`src/rtl/core/ltte_pkg.sv`:
```
// shared constants, types and helper functions of the lzss token encoder
package ltte_pkg;

    localparam int HistDepth = 1024;
    localparam int LaDepth   = 16;
    localparam int HistAw    = $clog2(HistDepth);
    localparam int SeenW     = HistAw + 1;
    localparam int LaAw      = $clog2(LaDepth);
    localparam int FillW     = LaAw + 1;
    localparam int WinW      = 11;
    localparam int TokMax    = 9;
    localparam int TokCw     = $clog2(TokMax + 1);
    localparam int QDepth    = 4;
    localparam int QAw       = $clog2(QDepth);

    localparam logic [WinW-1:0] WinReset = WinW'(1024);

    localparam logic [7:0] ChLt    = 8'h3C;
    localparam logic [7:0] ChGt    = 8'h3E;
    localparam logic [7:0] ChComma = 8'h2C;
    localparam logic [7:0] ChZero  = 8'h30;

    typedef enum logic [1:0] {K_FILL, K_ENCODE, K_FLUSH} t_kind;

    typedef struct packed {
        logic [7:0] data;
        t_kind      kind;
    } t_qitem;

    typedef enum logic [2:0] {
        S_IDLE, S_HEAD, S_RD, S_CMP, S_EMIT, S_COMMIT, S_DONE
    } t_state;

    typedef logic [3:0][3:0] t_bcd;

    typedef struct packed {
        logic [TokMax-1:0][7:0] ch;
        logic [TokCw-1:0]       n;
    } t_token;

    // decimal increment over four digits
    function automatic t_bcd bcd_inc(t_bcd v);
        t_bcd r;
        logic cy;
        r  = v;
        cy = 1'b1;
        for (int i = 0; i < 4; i++) begin
            if (cy) begin
                if (r[i] == 4'd9) begin
                    r[i] = 4'd0;
                end else begin
                    r[i] = r[i] + 4'd1;
                    cy   = 1'b0;
                end
            end
        end
        return r;
    endfunction

    // count of significant decimal digits
    function automatic logic [2:0] bcd_digits(t_bcd v);
        logic [2:0] n;
        if (v[3] != 4'd0)      n = 3'd4;
        else if (v[2] != 4'd0) n = 3'd3;
        else if (v[1] != 4'd0) n = 3'd2;
        else                   n = 3'd1;
        return n;
    endfunction

    // tens digit of a short length, by reciprocal multiply
    function automatic logic [3:0] len_tens(logic [FillW-1:0] len);
        logic [15:0] p;
        p = 16'(len) * 16'd13;
        return 4'(p >> 7);
    endfunction

    // single literal item
    function automatic t_token lit_token(logic [7:0] b);
        t_token t;
        t       = '0;
        t.ch[0] = b;
        t.n     = TokCw'(1);
        return t;
    endfunction

    // ascii token <d,len>
    function automatic t_token build_token(t_bcd d, logic [FillW-1:0] len);
        t_token           t;
        logic [TokCw-1:0] p;
        logic [2:0]       nd;
        logic [3:0]       tens;
        logic [7:0]       ones;
        t    = '0;
        p    = '0;
        nd   = bcd_digits(d);
        tens = len_tens(len);
        ones = 8'(len) - 8'(tens) * 8'd10;
        t.ch[p] = ChLt;
        p = p + 1'b1;
        for (int i = 3; i >= 0; i--) begin
            if (3'(i) < nd) begin
                t.ch[p] = ChZero + {4'h0, d[i]};
                p = p + 1'b1;
            end
        end
        t.ch[p] = ChComma;
        p = p + 1'b1;
        if (tens != 4'd0) begin
            t.ch[p] = ChZero + {4'h0, tens};
            p = p + 1'b1;
        end
        t.ch[p] = ChZero + ones;
        p = p + 1'b1;
        t.ch[p] = ChGt;
        p = p + 1'b1;
        t.n = p;
        return t;
    endfunction

endpackage

```
`src/rtl/core/ltte_front.sv`:
```
// front part: accepts bytes, tags each with its encode kind, queues them
module ltte_front (
    input  logic                i_clk,
    input  logic                i_rst_n,
    input  logic                i_s_tvalid,
    output logic                o_s_tready,
    input  logic [7:0]          i_s_tdata,
    input  logic                i_s_tlast,
    output logic                o_q_vld,
    output ltte_pkg::t_qitem    o_q_item,
    input  logic                i_q_pop
);
    import ltte_pkg::*;

    t_qitem            r_q [QDepth];
    logic [QAw-1:0]    r_wp, n_wp, r_rp, n_rp;
    logic [QAw:0]      r_cnt, n_cnt;
    logic [LaAw-1:0]   r_fill, n_fill;
    logic              push, pop;
    t_qitem            item;

    assign o_s_tready = (r_cnt != (QAw+1)'(QDepth));
    assign push       = i_s_tvalid && o_s_tready;
    assign o_q_vld    = (r_cnt != '0);
    assign pop        = i_q_pop && o_q_vld;
    assign o_q_item   = r_q[r_rp];

    // classify by the lookahead level the item meets
    always_comb begin
        item.data = i_s_tdata;
        n_fill    = r_fill;
        if (i_s_tlast) begin
            item.kind = K_FLUSH;
            n_fill    = '0;
        end else if (r_fill == LaAw'(LaDepth - 1)) begin
            item.kind = K_ENCODE;
        end else begin
            item.kind = K_FILL;
            n_fill    = r_fill + 1'b1;
        end
        n_wp  = push ? r_wp + 1'b1 : r_wp;
        n_rp  = pop ? r_rp + 1'b1 : r_rp;
        n_cnt = r_cnt + (QAw+1)'(push) - (QAw+1)'(pop);
    end

    // queue pointers and lookahead level
    always_ff @(posedge i_clk) begin
        if (!i_rst_n) begin
            r_wp   <= '0;
            r_rp   <= '0;
            r_cnt  <= '0;
            r_fill <= '0;
        end else begin
            r_wp  <= n_wp;
            r_rp  <= n_rp;
            r_cnt <= n_cnt;
            if (push) begin
                r_fill <= n_fill;
            end
        end
    end

    // queue storage
    always_ff @(posedge i_clk) begin
        if (push) begin
            r_q[r_wp] <= item;
        end
    end

endmodule

```
`config.mk`:
```
export PLATFORM = sky130hd
export DESIGN_NAME = ltte_front
export DESIGN_NICKNAME = d
export VERILOG_FILES = /design/src/rtl/core/ltte_pkg.sv /design/src/rtl/core/ltte_front.sv
export SDC_FILE = /design/constraint.sdc
export NUM_CORES = 1
export LEC_CHECK = 0
export BUFFER_PORTS_ARGS = -buffer_cell sky130_fd_sc_hd__buf_2
export CAP_MARGIN = 0
export CELL_PAD_IN_SITES_DETAIL_PLACEMENT = 1
export CELL_PAD_IN_SITES_GLOBAL_PLACEMENT = 1
export CORE_MARGIN = 10
export CORE_UTILIZATION = 47
export CTS_CLUSTER_SIZE = 30
export DETAILED_ROUTE_END_ITERATION = 10
export PLACE_DENSITY = 0.79
export SETUP_SLACK_MARGIN = 0.1
export SYNTH_ARGS = -nofsm -noshare
export SYNTH_HDL_FRONTEND = slang
export SYNTH_SLANG_ARGS = --single-unit
```
`constraint.sdc`:
```
create_clock -name i_clk -period 5.2 [get_ports i_clk]
set_input_delay 0.78 -clock i_clk [delete_from_list [all_inputs] [get_ports i_clk]]
set_output_delay 0.78 -clock i_clk [all_outputs]
set_load 0.005 [all_outputs]
```
== Word-level counts from Yosys, hierarchy flattened ==
Memories as Yosys holds them, arrays and structs flattened. A register that Yosys moved wholly into a read port is not among the register bits.
Index checks and enable logic that the tools add are counted.

* Register bits after elaboration: 11
* Logic and storage cells: 25
* Input bits: 13
* RAM bits: 40
* Memories: 1
* Output and inout bits: 12

{| class="wikitable"
|+ Memory list
! name !! words !! width !! rd ports !! clocked after Yosys merged registers in !! wr ports !! line !! text
|-
| r_q || 4 || 10 || 1 || 1 || 1 || ltte_front.sv:15 || <nowiki>t_qitem r_q [QDepth];</nowiki>
|}

* Add/sub/neg operators: 5
* Mux-type cells: 8
* Reductions and logical operators: 4
* Equal/unequal tests: 3

{| class="wikitable"
|+ Operators with widths
! operator !! count
|-
| $mux W4 || 2
|-
| $mux W2 || 3
|-
| $add A2 B1 Y2 const B || 2
|-
| $add A4 B1 Y4 const B || 1
|-
| $eq A4 B4 Y1 const B || 1
|-
| $add A3 B1 Y3 || 1
|-
| $mux W1 || 3
|-
| $ne A3 B3 Y1 const B || 1
|-
| $reduce_bool A3 Y1 || 1
|-
| $sub A3 B1 Y3 || 1
|-
| $logic_and A1 B1 Y1 || 2
|-
| $ne A2 B2 Y1 const B || 1
|-
| $reduce_and A2 Y1 || 1
|}

== Logic depth before layout (Yosys ltp) ==
* Depth after elaboration: 4
* Depth in mapped cells: 11
* Mapped depth without buffers: 10

== Worst setup path before layout ==
Ideal clock, no wire load.

* Path kind: input port to flip-flop
* From: input port i_s_tvalid
* To: register r_cnt[2]
* Path buffers: 1
* Data required time: 5.085 ns
* Slack: 2.766 ns
* Arrival time: 2.319 ns
* Cell stages on the path: 9
* Setup time: 0.115 ns
* Path through: clkbuf_1 nand2_1 ha_1 inv_1 ha_1 fa_1 xnor2_1 xnor2_1 and2_1

* Longest elaborated chain between the ends: 3

{| class="wikitable"
|+ RTL lines
! item !! line !! text
|-
| from (decl) || ltte_front.sv:5 || <nowiki>input logic i_s_tvalid,</nowiki>
|-
| $logic_and A1 B1 Y1 || ltte_front.sv:23 || <nowiki>assign push = i_s_tvalid && o_s_tready;</nowiki>
|-
| $add A3 B1 Y3 || ltte_front.sv:43 || <nowiki>n_cnt = r_cnt + (QAw+1)'(push) - (QAw+1)'(pop);</nowiki>
|-
| $sub A3 B1 Y3 || ltte_front.sv:43 ||
|-
| to (signal assigned) || ltte_front.sv:56 || <nowiki>r_cnt <= n_cnt;</nowiki>
|-
| to (decl) || ltte_front.sv:17 || <nowiki>logic [QAw:0] r_cnt, n_cnt;</nowiki>
|}

Every way passes these cells.
A chain may end at the register's enable or synchronous reset.

==> out/qor.csv <==
metric,value,unit
outcome,finished clean,
grt_pass1_vias,1308,
viasPerCell,5.56,
fin_skew,0.00845,ns
synthCells,125,
via_count,1140,
synthXorXnorAreaFrac,1.65,%
grt_first_pass_wirelength,6450,um
clock_sinks,53,
wl_met3,202,um
maxCapViolCount,0,
power.density,458,nW/um^2
grt_max_degree,17,
synth_fa_ha_area_share,5.05,%
post-route-drc-count,0,
coreArea,4380,um^2
worst-path-stages,2,
cts_resized,0,
intPower,0.000803,W
wl_met1,1580,um
clockRootBuffer,clkbuf_8,
finalSetupTns,0,ns
drt_wl_total,4080,um
ir_worst_vdd,0.174,mV
finalMaxSlewViolations,0,
p_leak,0.870,nW
rr_startpoint,r_cnt[2],
gp_congestion,0.718,
finalSetupViolCount,0,
hold_path_class,reg -> reg,
cts_tree,yes,
drive_above_1_share,29.4,%
wl_per_cell,19.9,um
critPathMaxFanout,10,
highest_layer,met4,
clock_latency,0.31,ns
ctsHtreeMaxLevel,2,
dieWidth,87.3,um
rows,24,
drt_iter0_drc,28,
route.met2.wl,2230,um
swShare,27.2,%
period_needed,2.58,ns
io_buffers,24,
timing.slew.headroom,56.2,%
crit_slowest_cell,dfxtp_1,
cts_setup_buffers,0,
dp_hpwl,3030,um
cts_hold_buf,0,
numCtsBuffers,5,
synth_warnings,0,
ff2ff_path_depth,10,
io_pins,25,
crit_path_start_kind,flip-flop,
end_kind,primary output,
dieArea,7620,um^2
worst_pin_slew,0.656,ns
crit_chain,mux4_2 -> buf_2,
synth.avg_cell_area,17.0,um^2
synth_seq_cells,53,
final_nets,173,
synthMuxAreaShare,11.5,%
overflow,0,
endpoint,o_q_item[1],
ff2ff_setup_slack,2.95,ns
antenna_found_initial,0,
antenna_cells,0,
synthTopCellsByArea,"edfxtp_1 (56%), dfxtp_1 (12%), mux4_2 (11%)",
syn_area,2130,um^2
final_cells,205,
crit_family,flip-flops,
crit_type,reg -> out,
dr.pass1.iters,4,
clk_pin_slew_worst_paths,0.09,ns
synth_top_family_by_area,multiplexers,
grtUsageTotal,11.2,%
placed_cell_area,2290,um^2
worstPathArrival,1.80,ns
rsz0062_at_grt,false,
holdWs,0.500,ns
synth.distinct_cells,31,
total_power,0.00110,W
synth_top_area_cell,edfxtp_1,
synth_nets,146,
p_seq_share,50.7,%
fmax,387,MHz
place.detailed.instances,197,
final_area,2410,um^2
p_sw,0.000300,W
area_growth,13.2,%
slowest_delay,0.75,ns
pwr-share-clk,26.4,%
die_h,87.3,um
hold_violations,0,
cts_buffer_depth,2,
fill_cells,419,
synth_simple_gate_area_share,6.11,%
hold_depth,2,
yosysSeqAreaShare,68.6,%
worstPathRequired,4.42,ns
power_frac_comb,22.9,%
synth_compound_area_share,4.35,%
start_util,48.6,%
yosysTopAreaCellShare,56.4,%
crit_buf_inv,1,
rr_endpoint,r_cnt[2],
ant_nets,0,
timing.final.crit_share,49.7,%
==> cell type report <==
cell class / count / area (um^2) / share of cell area [%]
multi-input cells: 59 / 611 / 25.3
flip-flops and latches: 53 / 1460 / 60.6
inverters: 9 / 33.8 / 1.40
clock buffers: 6 / 82.6 / 3.43
clock inverters: 2 / 37.5 / 1.56
well taps: 52 / 65.1 / 2.70
repair buffers: 24 / 120 / 4.98
==> flip-flops by register name, summed over array words and instances, names as in the netlist, named ones only <==
| register | count |
|---|---|
| r_fill | 4 |
| r_cnt | 3 |
| r_rp | 2 |
| r_q | 40 |
| r_wp | 2 |
==> power by group through the flow <==
stage                     Clock (W)  Combinational, W  Sequential [W]
after detailed placement          0          0.000261        0.000573
final                      0.000291          0.000253        0.000560
after global placement            0          0.000241        0.000567
after global routing       0.000312          0.000284        0.000571
after CTS                  0.000295          0.000261        0.000563
after floorplan                   0          0.000197        0.000539
==> worst min path at each step <==
| stage | endpoint | startpoint |
|---|---|---|
| 6_report | r_fill[1] | r_fill[1] |
| 5_1_grt | r_fill[1] | r_fill[1] |
| 4_1_cts | r_fill[1] | r_fill[1] |
| 3_5_place_dp | r_fill[0] | r_fill[0] |
| 3_3_place_gp | r_fill[1] | r_fill[1] |
| 2_1_floorplan | r_fill[1] | r_fill[1] |
==> metrics by stage <==
stage          util, %  setup slack [ns]
2_1_floorplan        -              2.77
3_3_place_gp      52.3              2.77
3_5_place_dp      52.3              2.69
4_1_cts           55.0              2.55
5_1_grt           55.0              2.45
6_report          55.0              2.62
==> cell usage in the layout (no fill, tap or decap), types with 3 or more instances in the layout <==
| master | n |
|---|---|
| and2_1 | 3 |
| and3_1 | 5 |
| buf_2 | 24 |
| clkbuf_8 | 6 |
| dfxtp_1 | 13 |
| edfxtp_1 | 40 |
| ha_1 | 7 |
| inv_1 | 8 |
| mux4_2 | 10 |
| nand2_1 | 4 |
| nor2_1 | 3 |
| xnor2_1 | 3 |
==> cell usage after synthesis <==
library cell,number
o21bai_1,1
xnor2_1,3
nor3b_4,1
clkbuf_1,1
inv_2,1
a311oi_1,2
dfxtp_1,13
nand3b_1,1
o21ai_0,2
mux2i_1,2
ha_1,7
and3_1,5
or3_1,2
buf_1,1
inv_1,8
buf_6,1
nand2_1,4
buf_2,1
a31o_2,1
nor3_1,1
xor2_1,1
nand3_1,2
edfxtp_1,40
fa_1,1
mux4_2,10
a31oi_1,2
and2_1,3
o311ai_1,2
a21oi_1,2
nor2_1,3
o31a_1,1
==> per-layer routing <==
layer	vias up	GRT usage, %
met3	8	3.37
met2	20	20.9
li1	531	-
met5	-	0
met1	581	11.0
met4	0	4.78
==> kinds of logic (layout without fill, tap and decap cells) <==
kind of cell,after synthesis,in the layout
flip-flops,53,53
AO/OA/AOI/OAI,13,13
multiplexers,12,12
buffers and inverters,13,41
AND/OR/NAND/NOR,22,22
adder cells (fa/ha/maj),8,8
XOR/XNOR,4,4
==> tightest hold or removal path: stages (launching register included) <==
cell and delay (ns):
dfxtp_1 0.34, nand2_1 0.07, mux2i_1 0.06
Power figures use the tool's default switching activity.
